**config.mk**
```make
export PLATFORM = sky130hd
export DESIGN_NAME = cascaded_position_speed_pid_unit
export DESIGN_NICKNAME = d
export VERILOG_FILES = /design/src/rtl/cpsp_pkg.sv /design/src/rtl/cpsp_cfg.sv /design/src/rtl/cpsp_ctrl.sv /design/src/rtl/cpsp_datapath.sv /design/src/rtl/cascaded_position_speed_pid_unit.sv
export SDC_FILE = /design/constraint.sdc
export NUM_CORES = 2
export LEC_CHECK = 0
export BUFFER_PORTS_ARGS = -buffer_cell sky130_fd_sc_hd__buf_2
export CAP_MARGIN = 20
export CELL_PAD_IN_SITES_DETAIL_PLACEMENT = 0
export CELL_PAD_IN_SITES_GLOBAL_PLACEMENT = 1
export CORE_MARGIN = 3
export CORE_UTILIZATION = 55
export DETAILED_ROUTE_END_ITERATION = 10
export GPL_TIMING_DRIVEN = 0
export HOLD_SLACK_MARGIN = 0.15
export PLACE_DENSITY_LB_ADDON = 0.1
export RECOVER_POWER = 50
export SKIP_CTS_REPAIR_TIMING = 1
export SLEW_MARGIN = 25
export SYNTH_ARGS = -nofsm -noshare
export SYNTH_HDL_FRONTEND = slang
export SYNTH_SLANG_ARGS = --single-unit
```
**constraint.sdc**
```tcl
create_clock -name clk_i -period 21 [get_ports clk_i]
set_input_delay 4.2 -clock clk_i [delete_from_list [all_inputs] [get_ports clk_i]]
set_output_delay 4.2 -clock clk_i [all_outputs]
set_load 0.02 [all_outputs]
```
**src/rtl/cpsp_pkg.sv**
```systemverilog
// ----------------------------------------------------------------------------
// cpsp_pkg
// Types and constants shared by the cascaded position/speed PID unit.
// ----------------------------------------------------------------------------
package cpsp_pkg;

  localparam int unsigned ErrW     = 32;  // saturated loop error
  localparam int unsigned DiffW    = ErrW + 1;
  localparam int unsigned GainW    = 16;  // unsigned Q8.8 gain
  localparam int unsigned LimW     = 15;  // output clamp magnitude
  localparam int unsigned ValW     = 16;  // setpoint / drive value
  localparam int unsigned ProdW    = DiffW + GainW + 1;
  localparam int unsigned AccW     = ProdW + 2;
  localparam int unsigned CfgIdxW  = 4;
  localparam int unsigned CfgDataW = 16;

  typedef struct packed {
    logic signed [31:0] target_position;
    logic signed [31:0] measured_position;
    logic signed [15:0] measured_speed;
  } in_item_t;

  typedef struct packed {
    logic signed [15:0] drive_value;
    logic signed [15:0] speed_setpoint;
  } out_item_t;

  typedef enum logic [CfgIdxW-1:0] {
    REG_OUTER_KP        = 4'd0,
    REG_OUTER_KI        = 4'd1,
    REG_OUTER_KD        = 4'd2,
    REG_OUTER_OUT_LIMIT = 4'd3,
    REG_INNER_KP        = 4'd4,
    REG_INNER_KI        = 4'd5,
    REG_INNER_KD        = 4'd6,
    REG_INNER_OUT_LIMIT = 4'd7
  } cfg_reg_e;

  typedef struct packed {
    logic [GainW-1:0] kp;
    logic [GainW-1:0] ki;
    logic [GainW-1:0] kd;
    logic [LimW-1:0]  out_limit;
  } loop_cfg_t;

  typedef struct packed {
    loop_cfg_t outer;
    loop_cfg_t inner;
  } gains_t;

  typedef enum logic [2:0] {
    ST_IDLE,
    ST_MUL_P,
    ST_MUL_I,
    ST_MUL_D,
    ST_UPD,
    ST_OUT,
    ST_ERR
  } ctrl_state_e;

  typedef enum logic [2:0] {
    OP_NONE,
    OP_ERR,
    OP_MUL_P,
    OP_MUL_I,
    OP_MUL_D,
    OP_UPD,
    OP_OUT
  } dp_op_e;

  typedef struct packed {
    dp_op_e op;
    logic   inner;  // 1: speed loop, 0: position loop
  } dp_cmd_t;

endpackage

```
**src/rtl/cpsp_cfg.sv**
```systemverilog
// ----------------------------------------------------------------------------
// cpsp_cfg
// Configuration register file: loop gains and output clamp magnitudes.
// ----------------------------------------------------------------------------
module cpsp_cfg (
  input  logic                          clk_i,
  input  logic                          rst_ni,
  input  logic                          cfg_valid_i,
  input  logic [cpsp_pkg::CfgIdxW-1:0]  cfg_index_i,
  input  logic [cpsp_pkg::CfgDataW-1:0] cfg_data_i,
  output cpsp_pkg::gains_t              gains_o
);

  cpsp_pkg::gains_t gains_d, gains_q;

  always_comb begin
    gains_d = gains_q;
    if (cfg_valid_i) begin
      case (cfg_index_i)
        cpsp_pkg::REG_OUTER_KP:        gains_d.outer.kp = cfg_data_i;
        cpsp_pkg::REG_OUTER_KI:        gains_d.outer.ki = cfg_data_i;
        cpsp_pkg::REG_OUTER_KD:        gains_d.outer.kd = cfg_data_i;
        cpsp_pkg::REG_OUTER_OUT_LIMIT:
          gains_d.outer.out_limit = cfg_data_i[cpsp_pkg::LimW-1:0];
        cpsp_pkg::REG_INNER_KP:        gains_d.inner.kp = cfg_data_i;
        cpsp_pkg::REG_INNER_KI:        gains_d.inner.ki = cfg_data_i;
        cpsp_pkg::REG_INNER_KD:        gains_d.inner.kd = cfg_data_i;
        cpsp_pkg::REG_INNER_OUT_LIMIT:
          gains_d.inner.out_limit = cfg_data_i[cpsp_pkg::LimW-1:0];
        default: ;  // drop writes beyond the register list
      endcase
    end
  end

  always_ff @(posedge clk_i or negedge rst_ni) begin
    if (!rst_ni) begin
      gains_q <= '0;
    end else begin
      gains_q <= gains_d;
    end
  end

  assign gains_o = gains_q;

endmodule

```
**src/rtl/cpsp_ctrl.sv**
```systemverilog
// ----------------------------------------------------------------------------
// cpsp_ctrl
// Sequencer: steps the shared datapath through both loops and owns the
// input and output handshakes.
// ----------------------------------------------------------------------------
module cpsp_ctrl (
  input  logic              clk_i,
  input  logic              rst_ni,
  input  logic              in_valid_i,
  output logic              in_ready_o,
  output logic              out_valid_o,
  input  logic              out_ready_i,
  output cpsp_pkg::dp_cmd_t cmd_o
);

  cpsp_pkg::ctrl_state_e state_d, state_q;
  logic                  inner_d, inner_q;
  logic                  out_valid_d, out_valid_q;
  logic                  slot_free;
  logic                  deliver;

  assign slot_free = !out_valid_q || out_ready_i;

  always_comb begin
    state_d   = state_q;
    inner_d   = inner_q;
    deliver   = 1'b0;
    cmd_o.op    = cpsp_pkg::OP_NONE;
    cmd_o.inner = inner_q;
    in_ready_o  = 1'b0;
    case (state_q)
      cpsp_pkg::ST_IDLE: begin
        in_ready_o = 1'b1;
        if (in_valid_i) begin
          cmd_o.op    = cpsp_pkg::OP_ERR;
          cmd_o.inner = 1'b0;
          inner_d     = 1'b0;
          state_d     = cpsp_pkg::ST_MUL_P;
        end
      end
      cpsp_pkg::ST_ERR: begin
        cmd_o.op = cpsp_pkg::OP_ERR;
        state_d  = cpsp_pkg::ST_MUL_P;
      end
      cpsp_pkg::ST_MUL_P: begin
        cmd_o.op = cpsp_pkg::OP_MUL_P;
        state_d  = cpsp_pkg::ST_MUL_I;
      end
      cpsp_pkg::ST_MUL_I: begin
        cmd_o.op = cpsp_pkg::OP_MUL_I;
        state_d  = cpsp_pkg::ST_MUL_D;
      end
      cpsp_pkg::ST_MUL_D: begin
        cmd_o.op = cpsp_pkg::OP_MUL_D;
        state_d  = cpsp_pkg::ST_UPD;
      end
      cpsp_pkg::ST_UPD: begin
        cmd_o.op = cpsp_pkg::OP_UPD;
        state_d  = cpsp_pkg::ST_OUT;
      end
      cpsp_pkg::ST_OUT: begin
        if (!inner_q) begin
          cmd_o.op = cpsp_pkg::OP_OUT;
          inner_d  = 1'b1;
          state_d  = cpsp_pkg::ST_ERR;
        end else if (slot_free) begin
          // hold here until the output register can take the item
          cmd_o.op = cpsp_pkg::OP_OUT;
          deliver  = 1'b1;
          state_d  = cpsp_pkg::ST_IDLE;
        end
      end
      default: begin
        state_d = cpsp_pkg::ST_IDLE;
      end
    endcase
  end

  assign out_valid_d = (out_valid_q && !out_ready_i) || deliver;
  assign out_valid_o = out_valid_q;

  always_ff @(posedge clk_i or negedge rst_ni) begin
    if (!rst_ni) begin
      state_q     <= cpsp_pkg::ST_IDLE;
      inner_q     <= 1'b0;
      out_valid_q <= 1'b0;
    end else begin
      state_q     <= state_d;
      inner_q     <= inner_d;
      out_valid_q <= out_valid_d;
    end
  end

endmodule

```
**src/rtl/cpsp_datapath.sv**
```systemverilog
// ----------------------------------------------------------------------------
// cpsp_datapath
// Shared PID datapath: one multiplier, integrator and clamps, loop state of
// both loops, and the output item register.
// ----------------------------------------------------------------------------
module cpsp_datapath #(
  parameter int unsigned OUTER_INT_LIMIT = 8000,
  parameter int unsigned INNER_INT_LIMIT = 10000,
  parameter int unsigned GAIN_FRAC_BITS  = 8
) (
  input  logic                clk_i,
  input  logic                rst_ni,
  input  cpsp_pkg::dp_cmd_t   cmd_i,
  input  cpsp_pkg::in_item_t  in_i,
  input  cpsp_pkg::gains_t    gains_i,
  output cpsp_pkg::out_item_t out_o
);

  localparam int unsigned ErrW  = cpsp_pkg::ErrW;
  localparam int unsigned DiffW = cpsp_pkg::DiffW;
  localparam int unsigned ProdW = cpsp_pkg::ProdW;
  localparam int unsigned AccW  = cpsp_pkg::AccW;
  localparam int unsigned ValW  = cpsp_pkg::ValW;
  localparam int unsigned SumW  = ProdW + 1;

  localparam logic signed [AccW-1:0] OuterLim = AccW'(OUTER_INT_LIMIT);
  localparam logic signed [AccW-1:0] InnerLim = AccW'(INNER_INT_LIMIT);

  // loop state
  logic signed [ErrW-1:0]  integ_q [2];
  logic signed [ErrW-1:0]  last_q  [2];
  // working registers
  logic signed [ErrW-1:0]  err_q;
  logic signed [ValW-1:0]  speed_q;
  logic signed [ValW-1:0]  setpoint_q;
  logic signed [ProdW-1:0] mul_q;
  logic signed [ProdW-1:0] p_q;
  logic signed [AccW-1:0]  acc_q;
  cpsp_pkg::out_item_t     out_q;

  logic                      sel;
  cpsp_pkg::loop_cfg_t       lcfg;
  logic signed [DiffW-1:0]   raw_err;
  logic signed [ErrW-1:0]    sat_err;
  logic signed [DiffW-1:0]   mul_a;
  logic signed [cpsp_pkg::GainW:0] mul_b;
  logic signed [ProdW-1:0]   prod;
  logic signed [ProdW-1:0]   prod_sh;
  logic signed [AccW-1:0]    int_sum;
  logic signed [AccW-1:0]    int_lim;
  logic signed [ErrW-1:0]    int_new;
  logic signed [SumW-1:0]    out_sum;
  logic signed [SumW-1:0]    out_lim;
  logic signed [ValW-1:0]    out_val;

  assign sel  = cmd_i.inner;
  assign lcfg = sel ? gains_i.inner : gains_i.outer;

  // loop error, saturated to 32 bits
  always_comb begin
    if (sel) begin
      raw_err = DiffW'(setpoint_q) - DiffW'(speed_q);
    end else begin
      raw_err = DiffW'(in_i.target_position) - DiffW'(in_i.measured_position);
    end
    if (raw_err[DiffW-1] != raw_err[DiffW-2]) begin
      sat_err = raw_err[DiffW-1] ? {1'b1, {(ErrW-1){1'b0}}} : {1'b0, {(ErrW-1){1'b1}}};
    end else begin
      sat_err = raw_err[ErrW-1:0];
    end
  end

  // shared multiplier, floor scaling by arithmetic shift
  always_comb begin
    mul_a = DiffW'(err_q);
    mul_b = {1'b0, lcfg.kp};
    case (cmd_i.op)
      cpsp_pkg::OP_MUL_I: mul_b = {1'b0, lcfg.ki};
      cpsp_pkg::OP_MUL_D: begin
        mul_a = DiffW'(err_q) - DiffW'(last_q[sel]);
        mul_b = {1'b0, lcfg.kd};
      end
      default: ;
    endcase
    prod    = ProdW'(mul_a) * ProdW'(mul_b);
    prod_sh = prod >>> GAIN_FRAC_BITS;
  end

  // integrator update: previous sum plus I and D products, then clamp
  always_comb begin
    int_sum = acc_q + AccW'(mul_q);
    int_lim = sel ? InnerLim : OuterLim;
    if (int_sum > int_lim) begin
      int_new = int_lim[ErrW-1:0];
    end else if (int_sum < -int_lim) begin
      int_new = ErrW'(-int_lim);
    end else begin
      int_new = int_sum[ErrW-1:0];
    end
  end

  // output P + I, clamped
  always_comb begin
    out_sum = SumW'(p_q) + SumW'(integ_q[sel]);
    out_lim = SumW'({1'b0, lcfg.out_limit});
    if (out_sum > out_lim) begin
      out_val = out_lim[ValW-1:0];
    end else if (out_sum < -out_lim) begin
      out_val = ValW'(-out_lim);
    end else begin
      out_val = out_sum[ValW-1:0];
    end
  end

  always_ff @(posedge clk_i or negedge rst_ni) begin
    if (!rst_ni) begin
      integ_q[0] <= '0;
      integ_q[1] <= '0;
      last_q[0]  <= '0;
      last_q[1]  <= '0;
    end else if (cmd_i.op == cpsp_pkg::OP_UPD) begin
      integ_q[sel] <= int_new;
      last_q[sel]  <= err_q;
    end
  end

  always_ff @(posedge clk_i) begin
    case (cmd_i.op)
      cpsp_pkg::OP_ERR: begin
        err_q <= sat_err;
        if (!sel) begin
          speed_q <= in_i.measured_speed;
        end
      end
      cpsp_pkg::OP_MUL_P: mul_q <= prod_sh;
      cpsp_pkg::OP_MUL_I: begin
        p_q   <= mul_q;
        mul_q <= prod_sh;
      end
      cpsp_pkg::OP_MUL_D: begin
        acc_q <= AccW'(integ_q[sel]) + AccW'(mul_q);
        mul_q <= prod_sh;
      end
      cpsp_pkg::OP_OUT: begin
        if (sel) begin
          out_q.drive_value    <= out_val;
          out_q.speed_setpoint <= setpoint_q;
        end else begin
          setpoint_q <= out_val;
        end
      end
      default: ;
    endcase
  end

  assign out_o = out_q;

endmodule

```
**src/rtl/cascaded_position_speed_pid_unit.sv**
```systemverilog
// ----------------------------------------------------------------------------
// cascaded_position_speed_pid_unit
// Cascaded position/speed PID controller, one control tick per item.
// ----------------------------------------------------------------------------
// Each input item is one control tick. The position loop runs first on
// target minus measured position and yields the speed setpoint; the speed
// loop then runs on setpoint minus measured speed and yields the drive
// value. Both values come out together as one result item. Gains are
// unsigned Q8.8, products round toward minus infinity, the derivative term
// accumulates into the integrator, and the loop output is P plus I clamped
// to the programmed limit (a limit of zero forces zero). A new item is
// accepted only after the previous result is loaded, which waits for a
// free output register: a single shared 33x17 multiplier is stepped
// through P, I and D of each loop by the sequencer, with a separate step
// for the error, the integrator update and the output clamp; the position
// error is captured at the accepting edge itself. The next item is accepted
// in the cycle after a result is loaded, even while that result still
// waits for the consumer. Write the configuration registers only while no
// tick is in flight.
// ----------------------------------------------------------------------------
module cascaded_position_speed_pid_unit #(
  parameter int unsigned OUTER_INT_LIMIT = 8000,
  parameter int unsigned INNER_INT_LIMIT = 10000,
  parameter int unsigned GAIN_FRAC_BITS  = 8
) (
  input  logic                          clk_i,
  input  logic                          rst_ni,
  // configuration write channel
  input  logic                          cfg_valid_i,
  output logic                          cfg_ready_o,
  input  logic [cpsp_pkg::CfgIdxW-1:0]  cfg_index_i,
  input  logic [cpsp_pkg::CfgDataW-1:0] cfg_data_i,
  // input items
  input  logic                          in_valid_i,
  output logic                          in_ready_o,
  input  cpsp_pkg::in_item_t            in_i,
  // result items
  output logic                          out_valid_o,
  input  logic                          out_ready_i,
  output cpsp_pkg::out_item_t           out_o
);

  cpsp_pkg::gains_t  gains;
  cpsp_pkg::dp_cmd_t cmd;

  // register writes are always accepted; the register file never stalls
  assign cfg_ready_o = 1'b1;

  cpsp_cfg u_cfg (
    .clk_i       (clk_i),
    .rst_ni      (rst_ni),
    .cfg_valid_i (cfg_valid_i),
    .cfg_index_i (cfg_index_i),
    .cfg_data_i  (cfg_data_i),
    .gains_o     (gains)
  );

  // sequencer: handshakes and per-cycle datapath commands
  cpsp_ctrl u_ctrl (
    .clk_i       (clk_i),
    .rst_ni      (rst_ni),
    .in_valid_i  (in_valid_i),
    .in_ready_o  (in_ready_o),
    .out_valid_o (out_valid_o),
    .out_ready_i (out_ready_i),
    .cmd_o       (cmd)
  );

  cpsp_datapath #(
    .OUTER_INT_LIMIT (OUTER_INT_LIMIT),
    .INNER_INT_LIMIT (INNER_INT_LIMIT),
    .GAIN_FRAC_BITS  (GAIN_FRAC_BITS)
  ) u_datapath (
    .clk_i   (clk_i),
    .rst_ni  (rst_ni),
    .cmd_i   (cmd),
    .in_i    (in_i),
    .gains_i (gains),
    .out_o   (out_o)
  );

endmodule
```
======== After elaboration in Yosys (flattened, before gate mapping) ========
Index checks and enable logic that the tools add are counted.
word-level totals
  register bits after elaboration ......... 491
  output and inout port bits .............. 35
operators by class
  $add $sub $neg .......................... 8
  multiply operators ...................... 1
  order comparisons ....................... 6
  equality and inequality tests ........... 22
  muxes and demuxes ....................... 36
  bitwise gates (word level) .............. 2
  reductions and logical operators ........ 23
operator list
  operator                                                               count
  32-bit 2-to-1 mux                                                      11
  64-bit bitwise mux                                                     2
  33-bit 2-to-1 mux                                                      2
  32-bit by 32-bit subtractor with 33-bit output                         2
  63-bit 2-to-1 mux                                                      1
  52-bit by 42-bit adder with 52-bit output                              1
  52-bit greater-than comparator                                         1
  52-bit less-than comparator                                            1
  52-bit negator                                                         1
  51-bit by 16-bit greater-than comparator with 1-bit output             1
  51-bit less-than comparator                                            1
  15-bit negator with 51-bit output                                      1
  33-bit by 17-bit multiplier with 50-bit output                         1
  32-bit by 42-bit adder with 43-bit output                              1
  42-bit by 32-bit adder with 43-bit output                              1
  3-bit case mux with 7 select lines                                     2
  32-bit demux with 1-bit select                                         1
  16-bit 2-to-1 mux                                                      2
  16-bit case mux with 2 select lines                                    1
  2-bit AND reduction                                                    13
  3-bit equality test, second input constant                             6
  16-bit by 16-bit subtractor with 17-bit output                         1
  4-bit by 3-bit equality test with 1-bit output, second input constant  4
  3-bit 2-to-1 mux                                                       5
  other kinds (22)                                                       35

======== Logic depth before layout (Yosys ltp) ========
  depth in word-level cells ............... 10
  depth in mapped cells ................... 51

======== By module ========
A second synthesis with hierarchy kept.
second synthesis, totals
  cell total of the unflattened synthesis .. 5281
  area total of the unflattened synthesis .. 49816.5 µm²
by module, submodules not included
  module                            instances  cells each  area an instance (µm²)  sequential area each (µm²)
  cpsp_datapath                     1          4973        44660.3                 9899.5
  cpsp_cfg                          1          276         4865.9                  3153.0
  cpsp_ctrl                         1          30          279.0                   125.1
  cascaded_position_speed_pid_unit  1          2           11.3                    0.0

======== Worst setup path before layout ========
OpenSTA, ideal clock, no wires.
  path kind ............................... input to register
  start ................................... input port in_valid_i
  end ..................................... register, netlist name u_datapath.mul_q[41]
  library setup time ...................... 0.260 ns
  arrival ................................. 15.131 ns
  slack ................................... 5.609 ns
  cell stages on the path ................. 45
  path buffers ............................ 8
  cell sequence ........................... a31oi_2 > clkinv_1 > buf_2 > buf_2 > buf_2 > buf_4 > buf_2 > clkbuf_1 > buf_2 > mux2i_1 > ha_1 > and3_1 > and3_1 > o211a_1 > a211oi_1 > a211oi_1 > or2_2 > a21o_1 > (+9 left out) > inv_1 > fa_1 > fa_1 > inv_1 > fa_1 > inv_1 > ha_1 > and3_1 > and3_1 > or4b_2 > a21oi_1 > o2111ai_1 > a21oi_1 > o211ai_1 > a21oi_1 > nor2_1 > a211o_1 > xnor2_1
between the ends
  word-level cells in the longest chain between the ends .. 9
ends and longest elaborated chain
  what                                                  line                                    RTL
  start: declaration                                    cascaded_position_speed_pid_unit.sv:34  input logic in_valid_i,
  2-bit 2-to-1 mux *                                    cpsp_ctrl.sv:34                         if (in_valid_i) begin
  1-bit 2-to-1 mux                                      cpsp_ctrl.sv:31                         case (state_q)
  1-bit NOT with 2-bit output (implied by the code)     cpsp_datapath.sv:80                     mul_a = DiffW'(err_q) - DiffW'(last_q[sel]);
  32-bit 2-to-1 mux (implied by the code) (3 in a row)  cpsp_datapath.sv:80
  32-bit by 32-bit subtractor with 33-bit output        cpsp_datapath.sv:80
  33-bit 2-to-1 mux                                     cpsp_datapath.sv:77                     case (cmd_i.op)
  33-bit by 17-bit multiplier with 50-bit output *      cpsp_datapath.sv:85                     prod = ProdW'(mul_a) * ProdW'(mul_b);
  via u_datapath.prod[49]                               cpsp_datapath.sv:47                     logic signed [ProdW-1:0] prod;
The timed path passes the listed nets; every way through them passes the cells marked *. The select of a mux whose other input is x is not followed.
A chain may end at the register's enable or synchronous reset.

======== Worst setup path in the final report ========
  start ................................... input port in_valid_i
  end ..................................... register, netlist name u_datapath.mul_q[41]
between the ends
  word-level cells in the longest chain between the ends .. 9
ends and longest elaborated chain
  what                                                  line
  2-bit 2-to-1 mux *                                    cpsp_ctrl.sv:34
  1-bit 2-to-1 mux                                      cpsp_ctrl.sv:31
  1-bit NOT with 2-bit output (implied by the code)     cpsp_datapath.sv:80
  32-bit 2-to-1 mux (implied by the code) (3 in a row)  cpsp_datapath.sv:80
  32-bit by 32-bit subtractor with 33-bit output        cpsp_datapath.sv:80
  33-bit 2-to-1 mux                                     cpsp_datapath.sv:77
  33-bit by 17-bit multiplier with 50-bit output *      cpsp_datapath.sv:85
  via u_datapath.prod[49]                               cpsp_datapath.sv:47
Marked as above.

==> impl_metrics.py <==
metrics = {
    "outcome": {
        "violations": "max-capacitance violations, max-slew violations",
        "status": "complete, but fails checks",
    },
    "critical_path": {
        "start_kind": "primary input",
        "path_depth": 48,
        "required_ps": 21290,
        "cpLargestDelayFamily": "compound AO/OA/AOI/OAI gates",
        "cp_max_fo": 10,
        "critical_path_class": "primary input to flop",
        "cp-end-kind": "flop",
        "critPathArrivalTime_ps": 19630,
        "cp_common_cell": "fa_1",
        "r2r_end": "u_datapath.mul_q[41]",
        "worstReg2RegStart": "u_ctrl.state_q[0]",
        "crit_slowest_cell": "o21ai_1",
        "slowest_delay_ps": 680,
        "reg2reg_slack_ps": 4070,
        "cp_num_buf_inv": 13,
        "r2r_cells": 49,
    },
    "layout": {
        "multi_input_area_mm2": 0.0341,
        "seqCellArea_mm2": 0.0132,
        "area_delta_synth_final_pct": 8.23,
        "stdcell_area_mm2": 0.0549,
        "fin_cells": 6907,
        "fillerInstances": 8075,
        "fin_nets": 6699,
        "drive_above_1_share_pct": 7.75,
    },
    "sta": {
        "slew_headroom_pct": -228,
        "fmax_ghz": 0.0517,
        "hold_violations": 0,
        "rsz0062_at_grt": "no",
        "tightestPinTransition_ps": 4920,
        "drv_slew": 249,
        "setup_viol": 0,
        "finalCritPeriodShare_pct": 92.1,
        "finalCriticalPeriod_ps": 19350,
        "setup_tns_ps": 0,
        "clock_skew_ps": 20.7,
    },
    "grt": {
        "overflow": 0,
        "grt_pass1_wl_um": 242000,
        "antenna_found_initial": 7,
        "track_usage_pct": 33.4,
        "grt_pass1_vias": 40836,
        "grt_max_degree": 92,
    },
    "die": {
        "die_w_um": 310,
        "ios": 140,
        "die_area_mm2": 0.0959,
        "start_util_pct": 55.9,
        "fp-row-count": 110,
        "core_area_mm2": 0.0907,
        "fp.dieH_um": 310,
    },
    "synth": {
        "synthArstFlopShare_pct": 53.7,
        "netlist_area_mm2": 0.0507,
        "yosysTopAreaCell": "fa_1",
        "synthDistinctLibCells": 99,
        "yosys-top-cells-count": "nand2_1, inv_1, fa_1",
        "synthCells": 5480,
        "ys_top_cells_by_area": "fa_1, edfxtp_1, dfrtp_1",
        "synth.most_common_cell": "nand2_1",
        "synth-seq-area-share_pct": 26.0,
        "synth_fp_nets": 6492,
        "yosys_register_bits": 482,
        "yosysWarnings": 0,
        "synth_edf_count": 223,
        "yosysTopAreaCellShare_pct": 20.0,
        "synthFlopType": "dfrtp_1",
        "synth_area_per_cell_um2": 9.26,
    },
    "cts": {
        "clk_pin_slew_ps": 60,
        "clockBufferDepth": 3,
        "worst_skew_pair.late_latency_ps": 620,
        "h-tree-depth": 2,
        "clkSinkCount": 482,
        "tritoncts": "built",
        "clockRootBuffer": "clkbuf_16",
        "numCtsBuffers": 54,
    },
    "detailed_routing": {
        "wl_per_cell_um": 22.8,
        "vias_per_cell": 5.87,
        "wl_um": 158000,
        "vias": 40538,
        "ant_nets": 0,
        "drtIter0Drc": 3130,
        "first_pass_iters": 6,
        "drc_errors": 0,
    },
    "place": {
        "gp_congestion": 0.965,
        "dp_hpwl_um": 130000,
        "dpl-instance-area_mm2": 0.0532,
        "placed_cells": 6807,
        "port_buffers": 138,
    },
    "flow_run": {
        "drv_cap": 6,
    },
    "hold_path": {
        "holdPathStages": 2,
        "hold_class": "flop to flop",
        "min_from": "u_datapath.last_q[6]",
        "hold_end": "u_datapath.last_q[6]",
    },
}
-- worst max-delay path by stage --
| stage | endpoint | slack [ps] | from |
|---|---|---|---|
| after global placement | u_datapath.mul_q[41] | 900 | in_valid_i |
| after global routing | u_datapath.mul_q[41] | 750 | in_valid_i |
| final | u_datapath.mul_q[41] | 1650 | in_valid_i |
| after CTS | u_datapath.mul_q[41] | 1840 | in_valid_i |
| after detailed placement | u_datapath.mul_q[41] | 1240 | in_valid_i |
| after floorplan | u_datapath.mul_q[41] | 5610 | in_valid_i |
-- cell usage in the layout, fill, tap and decap left out, types with 15 or more instances in the layout --
master	instances
a211oi_1	36
a21o_1	144
a21oi_1	274
a221oi_1	15
a31oi_1	21
and2_1	73
and3_1	53
buf_1	15
buf_2	151
clkbuf_1	194
clkbuf_16	55
dfrtp_1	259
edfxtp_1	223
fa_1	507
ha_1	400
inv_1	720
mux2_2	135
mux2i_1	81
nand2_1	833
nand2b_1	47
nand3_1	66
nand4_1	43
nor2_1	381
nor2b_1	72
nor3_1	61
nor4_1	15
o211ai_1	32
o21a_1	40
o21ai_0	151
o21ai_1	36
o21bai_1	39
o2bb2ai_1	22
or2_2	15
or3_1	19
xnor2_1	149
xor2_1	72
-- cell type report --
class	instances	area share, %
Multi-Input combinational cell	4075	62.2
Clock inverter	24	0.606
Inverter	721	4.93
Clock buffer	75	2.75
Sequential cell	482	24.0
Timing Repair Buffer	151	1.43
Antenna cell	1	0.00456
Buffer	202	1.43
Tap cell	1176	2.68
-- metrics by stage --
stage	hold WS [ps]	setup slack, ps	utilization [%]
finish	475	1650	60.5
global route	486	751	60.5
CTS	477	1840	60.7
detailed placement	463	1240	58.7
global placement	457	896	58.3
floorplan	426	5610	-
-- logic make-up after synthesis --
| kind of cell | Yosys count | synth area share (%) |
|---|---|---|
| other | 1 | 0.00739 |
| DFF | 482 | 26.0 |
| adders and majority gates | 908 | 29.9 |
| and+or+nand+nor | 1729 | 15.2 |
| xor gates and xnor gates | 221 | 3.82 |
| AOI/OAI and AO/OA | 975 | 12.7 |
| buffers and inverters | 923 | 6.89 |
| muxes | 241 | 5.43 |
-- flip-flops by register name, summed over array words and instances, names as in the netlist, 3 cells and up --
register / count
u_datapath.mul_q: 42
u_datapath.speed_q: 16
u_datapath.acc_q: 43
u_datapath.err_q: 32
u_ctrl.state_q: 3
u_datapath.integ_q: 64
u_datapath.last_q: 64
u_datapath.p_q: 42
u_cfg.gains_o: 126
u_datapath.out_o: 32
u_datapath.setpoint_q: 16
-- per-layer routing --
metal | vias to the layer above | global-route usage, % | share of wire (%)
met5 | - | 0 | 0
met1 | 20049 | 42.5 | 40
met4 | 0 | 17.0 | 6.1
met2 | 1342 | 55.7 | 47
met3 | 360 | 5.18 | 6.7
li1 | 18787 | - | -
-- worst min-delay path, stage by stage, from the launching register on --
cell and delay [ps]:
dfrtp_1 340, nand2_1 50, nand2_1 50
Power is not shown: default switching activity piles up to over one toggle a cycle in this logic, so the estimate is an artifact.
